[src/design/pdb_pkg.sv]
// ----------------------------------------------------------------------------
// pdb_pkg
// Types, constants and saturation helpers shared by the dead-band PID block.
// ----------------------------------------------------------------------------
`default_nettype none

package pdb_pkg;

  localparam logic [30:0] DT_DEFAULT   = 31'd655;
  localparam logic [30:0] IDT_DEFAULT  = 31'd6553600;
  localparam logic [30:0] OLIM_RESET   = 31'h7FFF_FFFF;

  typedef enum logic [2:0] {
    REG_SETPOINT,
    REG_KP,
    REG_KI,
    REG_KD,
    REG_DT,
    REG_IDT,
    REG_OLIM,
    REG_DBAND
  } reg_idx_t;

  typedef enum logic [3:0] {
    ST_IDLE,
    ST_ERR,
    ST_BAND,
    ST_INTEG,
    ST_PROP,
    ST_IGAIN,
    ST_DGAIN,
    ST_SUM,
    ST_WRITE
  } pdb_state_t;

  // effective register values (zero step sizes already replaced by defaults)
  typedef struct packed {
    logic signed [31:0] setpoint;
    logic signed [31:0] kp;
    logic signed [31:0] ki;
    logic signed [31:0] kd;
    logic [30:0]        dt;
    logic [30:0]        idt;
    logic [30:0]        olim;
    logic [30:0]        dband;
  } cfg_regs_t;

  function automatic logic signed [33:0] sx34(input logic signed [31:0] v);
    return {{2{v[31]}}, v};
  endfunction

  function automatic logic signed [31:0] sat32(input logic signed [33:0] v);
    logic signed [31:0] res;
    if (v[33:31] == 3'b000 || v[33:31] == 3'b111) begin
      res = v[31:0];
    end else if (v[33]) begin
      res = 32'sh8000_0000;
    end else begin
      res = 32'sh7FFF_FFFF;
    end
    return res;
  endfunction

  function automatic logic signed [31:0] clamp_mag(input logic signed [31:0] v,
                                                   input logic [30:0] lim);
    logic signed [31:0] hi;
    logic signed [31:0] lo;
    logic signed [31:0] res;
    hi  = {1'b0, lim};
    lo  = -hi;
    res = v;
    if (v > hi) begin
      res = hi;
    end
    if (v < lo) begin
      res = lo;
    end
    return res;
  endfunction

endpackage

`default_nettype wire

[src/design/pdb_in_if.sv]
// ----------------------------------------------------------------------------
// pdb_in_if
// Measurement word channel, valid/ready.
// ----------------------------------------------------------------------------
`default_nettype none

interface pdb_in_if;
  logic               valid;
  logic               ready;
  logic signed [31:0] measurement;

  modport source (output valid, output measurement, input ready);
  modport sink   (input valid, input measurement, output ready);
endinterface

`default_nettype wire

[src/design/pdb_out_if.sv]
// ----------------------------------------------------------------------------
// pdb_out_if
// Drive word channel, valid/ready.
// ----------------------------------------------------------------------------
`default_nettype none

interface pdb_out_if;
  logic               valid;
  logic               ready;
  logic signed [31:0] drive;
  logic               in_dead_band;

  modport source (output valid, output drive, output in_dead_band, input ready);
  modport sink   (input valid, input drive, input in_dead_band, output ready);
endinterface

`default_nettype wire

[src/design/pdb_mul.sv]
// ----------------------------------------------------------------------------
// pdb_mul
// Shared Q16.16 multiplier: registered 64-bit product, floor shift by 16,
// saturated to 32 bits.
// ----------------------------------------------------------------------------
`default_nettype none

module pdb_mul (
  input  wire logic                clk,
  input  wire logic signed [31:0]  op_a,
  input  wire logic signed [31:0]  op_b,
  output logic signed [31:0]       q
);

  logic signed [63:0] prod_r;

  always_ff @(posedge clk) begin
    prod_r <= op_a * op_b;
  end

  always_comb begin
    if (prod_r[63:47] == '0 || prod_r[63:47] == '1) begin
      q = prod_r[47:16];
    end else if (prod_r[63]) begin
      q = 32'sh8000_0000;
    end else begin
      q = 32'sh7FFF_FFFF;
    end
  end

endmodule

`default_nettype wire

[src/design/pdb_core.sv]
// ----------------------------------------------------------------------------
// pdb_core
// Sequencer and datapath: error, dead band test, integral, derivative and
// gain terms, all products through one shared multiplier.
// ----------------------------------------------------------------------------
`default_nettype none

module pdb_core
  import pdb_pkg::*;
(
  input  wire logic   clk,
  input  wire logic   rst_n,
  input  cfg_regs_t   cfg,
  pdb_in_if.sink      in_chan,
  pdb_out_if.source   out_chan
);

  pdb_state_t         state_r, state_nxt;
  logic signed [31:0] meas_r, meas_nxt;
  logic signed [31:0] err_r, err_nxt;
  logic signed [31:0] diff_r, diff_nxt;
  logic signed [31:0] prev_r, prev_nxt;
  logic signed [31:0] integ_r, integ_nxt;
  logic signed [31:0] deriv_r, deriv_nxt;
  logic signed [33:0] acc_r, acc_nxt;
  logic               band_r, band_nxt;
  logic signed [31:0] drive_r, drive_nxt;
  logic               flag_r, flag_nxt;
  logic               out_valid_r, out_valid_nxt;

  logic signed [31:0] mul_a;
  logic signed [31:0] mul_b;
  logic signed [31:0] mul_q;
  logic               out_free;
  logic               in_fire;
  logic [31:0]        err_mag;
  logic               in_band;

  pdb_mul u_mul (
    .clk  (clk),
    .op_a (mul_a),
    .op_b (mul_b),
    .q    (mul_q)
  );

  assign out_free = !out_valid_r || out_chan.ready;
  assign in_fire  = in_chan.valid && in_chan.ready;
  assign err_mag  = err_r[31] ? (~err_r + 32'd1) : err_r;
  assign in_band  = err_mag <= {1'b0, cfg.dband};

  assign out_chan.valid        = out_valid_r;
  assign out_chan.drive        = drive_r;
  assign out_chan.in_dead_band = flag_r;

  // next state
  always_comb begin
    state_nxt = state_r;
    case (state_r)
      ST_IDLE:  if (in_chan.valid) state_nxt = ST_ERR;
      ST_ERR:   state_nxt = ST_BAND;
      ST_BAND:  state_nxt = in_band ? ST_WRITE : ST_INTEG;
      ST_INTEG: state_nxt = ST_PROP;
      ST_PROP:  state_nxt = ST_IGAIN;
      ST_IGAIN: state_nxt = ST_DGAIN;
      ST_DGAIN: state_nxt = ST_SUM;
      ST_SUM:   state_nxt = ST_WRITE;
      ST_WRITE: if (out_free) state_nxt = ST_IDLE;
      default:  state_nxt = ST_IDLE;
    endcase
  end

  // handshake and multiplier operand select
  always_comb begin
    in_chan.ready = (state_r == ST_IDLE);
    mul_a = '0;
    mul_b = '0;
    case (state_r)
      ST_BAND: begin
        mul_a = err_r;
        mul_b = {1'b0, cfg.dt};
      end
      ST_INTEG: begin
        mul_a = diff_r;
        mul_b = {1'b0, cfg.idt};
      end
      ST_PROP: begin
        mul_a = cfg.kp;
        mul_b = err_r;
      end
      ST_IGAIN: begin
        mul_a = cfg.ki;
        mul_b = integ_r;
      end
      ST_DGAIN: begin
        mul_a = cfg.kd;
        mul_b = deriv_r;
      end
      default: ;
    endcase
  end

  // datapath
  always_comb begin
    meas_nxt      = meas_r;
    err_nxt       = err_r;
    diff_nxt      = diff_r;
    prev_nxt      = prev_r;
    integ_nxt     = integ_r;
    deriv_nxt     = deriv_r;
    acc_nxt       = acc_r;
    band_nxt      = band_r;
    drive_nxt     = drive_r;
    flag_nxt      = flag_r;
    out_valid_nxt = out_valid_r && !out_chan.ready;
    case (state_r)
      ST_IDLE:  if (in_fire) meas_nxt = in_chan.measurement;
      ST_ERR:   err_nxt = sat32(sx34(cfg.setpoint) - sx34(meas_r));
      ST_BAND: begin
        band_nxt = in_band;
        diff_nxt = sat32(sx34(err_r) - sx34(prev_r));
      end
      ST_INTEG: begin
        integ_nxt = clamp_mag(sat32(sx34(integ_r) + sx34(mul_q)), {1'b0, cfg.olim[30:1]});
      end
      ST_PROP:  deriv_nxt = mul_q;
      ST_IGAIN: acc_nxt = sx34(mul_q);
      ST_DGAIN: acc_nxt = acc_r + sx34(mul_q);
      ST_SUM:   acc_nxt = acc_r + sx34(mul_q);
      ST_WRITE: begin
        if (out_free) begin
          out_valid_nxt = 1'b1;
          flag_nxt      = band_r;
          if (band_r) begin
            drive_nxt = '0;
            prev_nxt  = '0;
            integ_nxt = '0;
          end else begin
            drive_nxt = -clamp_mag(sat32(acc_r), cfg.olim);
            prev_nxt  = err_r;
          end
        end
      end
      default: ;
    endcase
  end

  always_ff @(posedge clk) begin
    if (!rst_n) begin
      state_r     <= ST_IDLE;
      out_valid_r <= 1'b0;
      prev_r      <= '0;
      integ_r     <= '0;
    end else begin
      state_r     <= state_nxt;
      out_valid_r <= out_valid_nxt;
      prev_r      <= prev_nxt;
      integ_r     <= integ_nxt;
    end
  end

  always_ff @(posedge clk) begin
    meas_r  <= meas_nxt;
    err_r   <= err_nxt;
    diff_r  <= diff_nxt;
    deriv_r <= deriv_nxt;
    acc_r   <= acc_nxt;
    band_r  <= band_nxt;
    drive_r <= drive_nxt;
    flag_r  <= flag_nxt;
  end

endmodule

`default_nettype wire

[src/flat_wrapper.sv]
// flat-port wrapper written by rule: the top's interface ports become plain ports
module pdb_core_flat import pdb_pkg::*;
  (clk, rst_n, cfg, in_chan_valid, in_chan_measurement, in_chan_ready, out_chan_valid, out_chan_drive, out_chan_in_dead_band, out_chan_ready);
  pdb_in_if in_chan_i ();
  pdb_out_if out_chan_i ();
  input  wire logic clk;
  input  wire logic rst_n;
  input  cfg_regs_t cfg;
  input wire logic [$bits(in_chan_i.valid)-1:0] in_chan_valid;
  input wire logic [$bits(in_chan_i.measurement)-1:0] in_chan_measurement;
  output wire logic [$bits(in_chan_i.ready)-1:0] in_chan_ready;
  output wire logic [$bits(out_chan_i.valid)-1:0] out_chan_valid;
  output wire logic [$bits(out_chan_i.drive)-1:0] out_chan_drive;
  output wire logic [$bits(out_chan_i.in_dead_band)-1:0] out_chan_in_dead_band;
  input wire logic [$bits(out_chan_i.ready)-1:0] out_chan_ready;
  assign in_chan_i.valid = in_chan_valid;
  assign in_chan_i.measurement = in_chan_measurement;
  assign in_chan_ready = in_chan_i.ready;
  assign out_chan_valid = out_chan_i.valid;
  assign out_chan_drive = out_chan_i.drive;
  assign out_chan_in_dead_band = out_chan_i.in_dead_band;
  assign out_chan_i.ready = out_chan_ready;
  pdb_core u_core (.clk(clk), .rst_n(rst_n), .cfg(cfg), .in_chan(in_chan_i), .out_chan(out_chan_i));
endmodule
[config.mk]
export PLATFORM = sky130hd
export DESIGN_NAME = pdb_core_flat
export DESIGN_NICKNAME = d
export VERILOG_FILES = /design/src/design/pdb_pkg.sv /design/src/design/pdb_in_if.sv /design/src/design/pdb_out_if.sv /design/src/design/pdb_mul.sv /design/src/design/pdb_core.sv /design/src/flat_wrapper.sv
export SDC_FILE = /design/constraint.sdc
export NUM_CORES = 2
export LEC_CHECK = 0
export BUFFER_PORTS_ARGS = -buffer_cell sky130_fd_sc_hd__buf_2
export CAP_MARGIN = 20
export CORE_MARGIN = 1
export CORE_UTILIZATION = 25
export DETAILED_ROUTE_END_ITERATION = 8
export MAX_ROUTING_LAYER = met4
export PLACE_DENSITY = 0.37
export SLEW_MARGIN = 20
export SYNTH_ARGS = -nofsm -noshare
export SYNTH_HDL_FRONTEND = slang
export SYNTH_SLANG_ARGS = --single-unit
[constraint.sdc]
create_clock -name clk -period 23.4 [get_ports clk]
set_input_delay 1.17 -clock clk [delete_from_list [all_inputs] [get_ports clk]]
set_output_delay 1.17 -clock clk [all_outputs]
set_load 0.03 [all_outputs]
# Word level (Yosys, flattened, before mapping)

Cells that the tools add are included.

Bitwise operators: 1
Equality and inequality tests: 16
Reduce and logical (&&, ||, !) cells: 23
Shift operators: 0
Muxes and demuxes: 35
Multiply operators: 1
Divide/modulo/power cells: 0
Order comparisons: 5
$add $sub $neg: 8

Operators with widths:

| cell                  | count |
|---|---|
| $mux 32               | 25 |
| $pmux 32 s5           | 2 |
| $pmux 34 s2           | 1 |
| $sub 32x32->33        | 2 |
| $lt 32x32->1          | 2 |
| $mul 32x32->64        | 1 |
| $pmux 32 s2           | 1 |
| $pmux 4 s9            | 1 |
| $add 34x32->34        | 1 |
| $add 32x32->33        | 1 |
| $add 32x1->32 const B | 1 |
| $gt 32x31->1          | 1 |
| $gt 32x32->1          | 1 |
| $le 32x31->1          | 1 |
| $neg 30->32           | 1 |
| $neg 31->32           | 1 |
| $neg 32->32           | 1 |
| $not 32->32           | 1 |
| $eq 17x17->1 const B  | 1 |
| $logic_not 17->1      | 1 |
| $eq 4x3->1 const B    | 4 |
| $eq 3x3->1 const B    | 4 |
| $logic_not 3->1       | 4 |
| $mux 4                | 3 |
| 14 further kinds      | 27 |

Logic and storage cells: 102
Memory bits (writable): 0
Bits of input ports: 288
ROM bits: 0
Memories: 0
Output and inout port bits: 35
Bits in latches: 0
Register bits: 329

# Logic depth before layout (Yosys ltp)

Word-level depth: 13
Depth in mapped cells: 40
Gate-level depth less buffers: 33

# Cells and area by module

Synthesis repeated with hierarchy kept, for this count alone.

Cell total of the unflattened synthesis: 6980
Area, all modules: 62690.1 um2

By module, submodules not included:

| module   | times used | area an instance (um2) | cells an instance | seq. area each (um2) |
|---|---|---|---|---|
| pdb_mul  | 1          | 36866.6                | 3902              | 960.9 |
| pdb_core | 1          | 25823.5                | 3078              | 7267.0 |

# Worst setup path after synthesis

No wires, ideal clock.

Path kind: reg-to-reg
Start: register u_core.state_r[1]
End: register u_core.u_mul.prod_r[52]
Buffers on the path: 6
Library setup time: 0.072 ns
Clock period less this slack: 10.494 ns
Stages on the path, launching flop included: 37
Data required time: 23.328 ns
Arrival: 10.422 ns
Path slack: 12.906 ns
Cell sequence: dfxtp_1 -> buf_2 -> clkbuf_1 -> nor3_1 -> clkbuf_1 -> clkbuf_1 -> clkbuf_1 -> a22oi_1 -> nand3_1 -> clkbuf_1 -> nand2_1 -> fa_1 -> fa_1 -> fa_1 -> fa_1 -> inv_1 -> fa_1 -> inv_1 -> fa_1 -> inv_1 -> fa_1 -> inv_1 -> fa_1 -> inv_1 -> ha_1 -> and3_1 -> and4_1 -> a21oi_1 -> o31ai_4 -> nand3_1 -> a211oi_1 -> or4_1 -> a21oi_1 -> o21ai_1 -> a211o_1 -> a21oi_1 -> xnor2_1

Cells in the longest elaborated chain, start to end: 3
Elaborated cells between the ends (all ways): 8
Classes of those cells: 1 x mul; 5 x eq/ne; 2 x mux

Ends and longest elaborated chain:

| what                                     | line            | text |
|---|---|---|
| start: declaration                       | pdb_core.sv:18  | `pdb_state_t state_r, state_nxt;` |
| start signal: assignment                 | pdb_core.sv:154 | `state_r <= state_nxt;` |
| $eq 4x3->1 or $eq 4x2->1 (tied branches) | pdb_core.sv:77  | `case (state_r)` |
| $pmux 32 s5                              | pdb_core.sv:77  |  |
| $mul 32x32->64 *                         | pdb_mul.sv:18   | `prod_r <= op_a * op_b;` |
| end signal: assignment                   | pdb_mul.sv:18   |  |
| end: declaration                         | pdb_mul.sv:15   | `logic signed [63:0] prod_r;` |

Mark *: on every way between the ends. The rest lies on a longest branch, timed or not.
A chain may end at the register's enable or synchronous reset.

# Worst setup path in the final report

Start: register u_core.state_r[1]
End: register u_core.u_mul.prod_r[63]

Same word-level chain as after synthesis.

==> metrics.csv <==
stage;metric;value;unit
route;drt pass-1 iters;6;
route;Vias/cell;4.792;
run;MaxCap Viol Count;0;
critical_path;Setup crit end kind;flop;
route;remaining routing DRC violations;0;
clock_network;Reg clk slew, reported paths;0.06;ns
floorplan;total I/O pin count;323;
worst_hold_path;destination of the worst hold path;u_core.prev_r[25]$_SDFFE_PN0P_;
floorplan;starting density of the core;25.16;%
cells_and_area;commonest cells after routing, fill and taps aside;1264 x inv_1, 1085 x fa_1, 818 x nand2_1;
cells_and_area;multi-input logic area;47710;sq um
logic_synthesis;Yosys Warn Count;0;
critical_path;slowest cell on the critical path;dfxtp_1;
timing;# setup viols final;0;
clock_network;clock net sink count;313;
timing;Achievable Freq;85.93;MHz
worst_hold_path;Hold WC Path Type;flop to flop;
grt;first-pass GRT wire length;394200;um
placement;DP Wirelength;219500;um
clock_network;# hold bufs at CTS;0;
power;power density over cell area;70.47;nW/um^2
route;Final ANT Viol Nets;0;
critical_path;crit-path leading delay family;adder cells;
critical_path;FF-to-FF path depth;32;
clock_network;Resized cells post-CTS;0;
grt;met3 global-route usage;1.677;%
floorplan;total core area;246200;sq um
grt;met1 GRT Util;30.90;%
logic_synthesis;Seq/Total Area, Yosys;13.28;%
grt;GRT Total Usage;22.50;%
cells_and_area;Sequential Area;8228;sq um
logic_synthesis;syn nets;8859;
worst_hold_path;Hold Crit Start;u_core.prev_r[25]$_SDFFE_PN0P_;
grt;total grt overflow;0;
floorplan;Die W;499.8;um
cells_and_area;fillers;26500;
clock_network;Worst-Skew Late Latency;0.67;ns
placement;GPL Wtd Cong;0.9282;
critical_path;CP Max Fanout;75;
logic_synthesis;ys async rst share;0;%
logic_synthesis;top_reg_cell synth;edfxtp_1;
placement;Post-Place Cells;10440;
power;Final Power;4.872;mW
logic_synthesis;synth unique cells;116;
timing;part of the cycle the worst path needs;49.73;%
cells_and_area;Layout area overhead;11.63;%
floorplan;Rows;182;
power;LEAKAGE;31.56;nW
route;DR iter-0 viols;3467;
cells_and_area;final std cells w/o fill;10540;
logic_synthesis;Seq cells post-synth;313;
grt;gr busiest metal;met2;
critical_path;WS Path Type;flop to flop;
route;Routed Wire Length;272100;um
timing;setup TNS;0;ns
logic_synthesis;synthesized area;61940;sq um
route;via count;50490;
clock_network;post-CTS setup repair buffer count;0;
logic_synthesis;Post-synth EDFFs;196;
logic_synthesis;syn_area_per_cell;8.825;sq um
clock_network;number of CTS-inserted buffers;44;
timing;worst hold slack;0.5096;ns
grt;pin count of the biggest net entering global routing;76;
floorplan;Die H;499.8;um
clock_network;root buffer cell;clkbuf_16;
logic_synthesis;Cells after Synth;7019;
grt;initial antenna violation count;27;
worst_hold_path;hold depth;2;
clock_network;CTS tree;done;
critical_path;reg-to-reg endpoint;u_core.u_mul.prod_r[63]$_DFF_P_;
cells_and_area;final net count;9009;
power;peak supply drop;0.05390;mV
grt;number of global-route vias before repair;53770;
critical_path;crit-path max cell delay;0.81;ns
timing;Slew @ Worst Pin;1.143;ns
timing;fin crit period;11.64;ns
floorplan;die area;249800;sq um
critical_path;WP buf/inv;7;
timing;headroom to the max-slew limit;23.58;%
timing;final hold violations;0;
grt;met2 GRT Util;34.75;%
clock_network;Max Buffers Root-to-Sink;3;
critical_path;CP required;23.94;ns
route;per-cell routed wire length;25.83;um
clock_network;# H-tree levels;2;
critical_path;Startpoint Class;flop;
logic_synthesis;cell taking the most area after synthesis;fa_1;
timing;Max Slew Vio Count;0;
cells_and_area;most common cell after layout, fill and taps aside;inv_1;
cells_and_area;final core occ;28.09;%
cells_and_area;share of layout cells above drive strength 1;9.174;%
critical_path;crit path DAT;12.18;ns
placement;port buffer count;322;
logic_synthesis;top-area cell type share of the netlist area;35.07;%
logic_synthesis;synth top area cells;fa_1 35%, edfxtp_1 9.5%, ha_1 9.4%;
timing;Clock Skew;0.06249;ns
critical_path;worst r2r src;u_core.state_r[1]$_SDFFE_PN0P_;
critical_path;CP dominant cell by count;fa_1;
timing;RSZ-0062 raised after global routing;no;
critical_path;worst reg2reg setup slack;11.76;ns
run_status;outcome;complete, no violations;
[through the flow]
step                      area [sq um]  setup slack [ns]
after floorplan                  61940             12.91
after global placement           67400             12.13
after detailed placement         67440             11.99
after CTS                        69080             11.93
after global routing             69130             11.40
final                            69150             11.76
[synth_stat cells (25+ instances only)]
library cell	instances
nor3_1	86
and2_1	33
a22oi_1	119
fa_1	1085
nor2_1	633
a31oi_1	36
nand2b_1	52
a21oi_1	286
nand4_1	59
nand3_1	139
clkbuf_1	292
nand2_1	819
o21a_1	42
ha_1	467
inv_1	1265
o31ai_1	34
nor2b_1	79
and3_1	72
edfxtp_1	196
xnor2_1	214
o21ai_0	164
nor3b_1	36
xor2_1	65
dfxtp_1	117
a21o_1	157
mux2i_1	25
[per-layer routing]
| metal | up-vias | part of all wire, % | routed length [um] |
|---|---|---|---|
| met5 | - | 0 | 0 |
| met1 | 26030 | 47 | 126800 |
| met2 | 1378 | 45 | 122900 |
| li1 | 22790 | - | - |
| met3 | 285 | 4.1 | 11250 |
| met4 | 0 | 4.1 | 11130 |
[registers in the layout, summed over array words and instances (netlist names)]
| register | flops |
|---|---|
| u_core.u_mul.prod_r | 48 |
| u_core.acc_r | 34 |
| u_core.deriv_r | 32 |
| u_core.diff_r | 32 |
| u_core.err_r | 32 |
| u_core.integ_r | 32 |
| u_core.meas_r | 32 |
| u_core.out_chan.drive | 32 |
| u_core.prev_r | 32 |
| u_core.state_r | 4 |
| u_core.band_r | 1 |
| u_core.out_chan.in_dead_band | 1 |
| u_core.out_chan.valid | 1 |
[cells by family after synthesis]
group                    share of synthesized area, %
buffers and inverters                           9.995
XOR/XNOR                                        3.945
flip-flops                                      13.28
multiplexers                                   0.8040
adder cells (fa/ha/maj)                         44.82
AO/OA/AOI/OAI                                   11.47
AND/OR/NAND/NOR                                 15.68
[worst max path at each step]
stage	from	to	slack, ns	depth (start not counted)
final	u_core.state_r[1]$_SDFFE_PN0P_	u_core.u_mul.prod_r[63]$_DFF_P_	11.76	32
after global routing	u_core.state_r[1]$_SDFFE_PN0P_	u_core.u_mul.prod_r[63]$_DFF_P_	11.40	31
after CTS	u_core.state_r[1]$_SDFFE_PN0P_	u_core.u_mul.prod_r[52]$_DFF_P_	11.93	32
after detailed placement	u_core.state_r[1]$_SDFFE_PN0P_	u_core.u_mul.prod_r[52]$_DFF_P_	11.99	32
after global placement	u_core.state_r[1]$_SDFFE_PN0P_	u_core.u_mul.prod_r[52]$_DFF_P_	12.13	32
after floorplan	u_core.state_r[1]$_SDFFE_PN0P_	u_core.u_mul.prod_r[52]$_DFF_P_	12.91	36
[report_power, final]
| part | internal (mW) | switching [mW] |
|---|---|---|
| registers | 0.722 | 0.0944 |
| clock network | 0.474 | 0.310 |
| logic | 1.12 | 2.16 |
| total | 2.31 | 2.56 |
[worst register-to-register path, delay by kind of cell, from the launching register on]
| kind | cells | cell delay (ns) |
|---|---|---|
| and+or+nand+nor | 7 | 2.24 |
| AOI/OAI and AO/OA | 8 | 3.06 |
| adders and majority gates | 9 | 4.23 |
| xor gates and xnor gates | 1 | 0.14 |
| buffers and inverters | 7 | 1.04 |
| DFF | 1 | 0.81 |
[final cells by class]
class / count / share of cell area [%]
multi-input combinational: 5086 / 69.00
sequential: 313 / 11.90
inverter: 1273 / 6.910
tap: 3312 / 5.993
timing repair buffer: 451 / 3.753
clock buffer: 56 / 1.775
clock inverter: 26 / 0.6044
antenna: 19 / 0.06876
No activity file was read; power rests on OpenSTA's default activity.
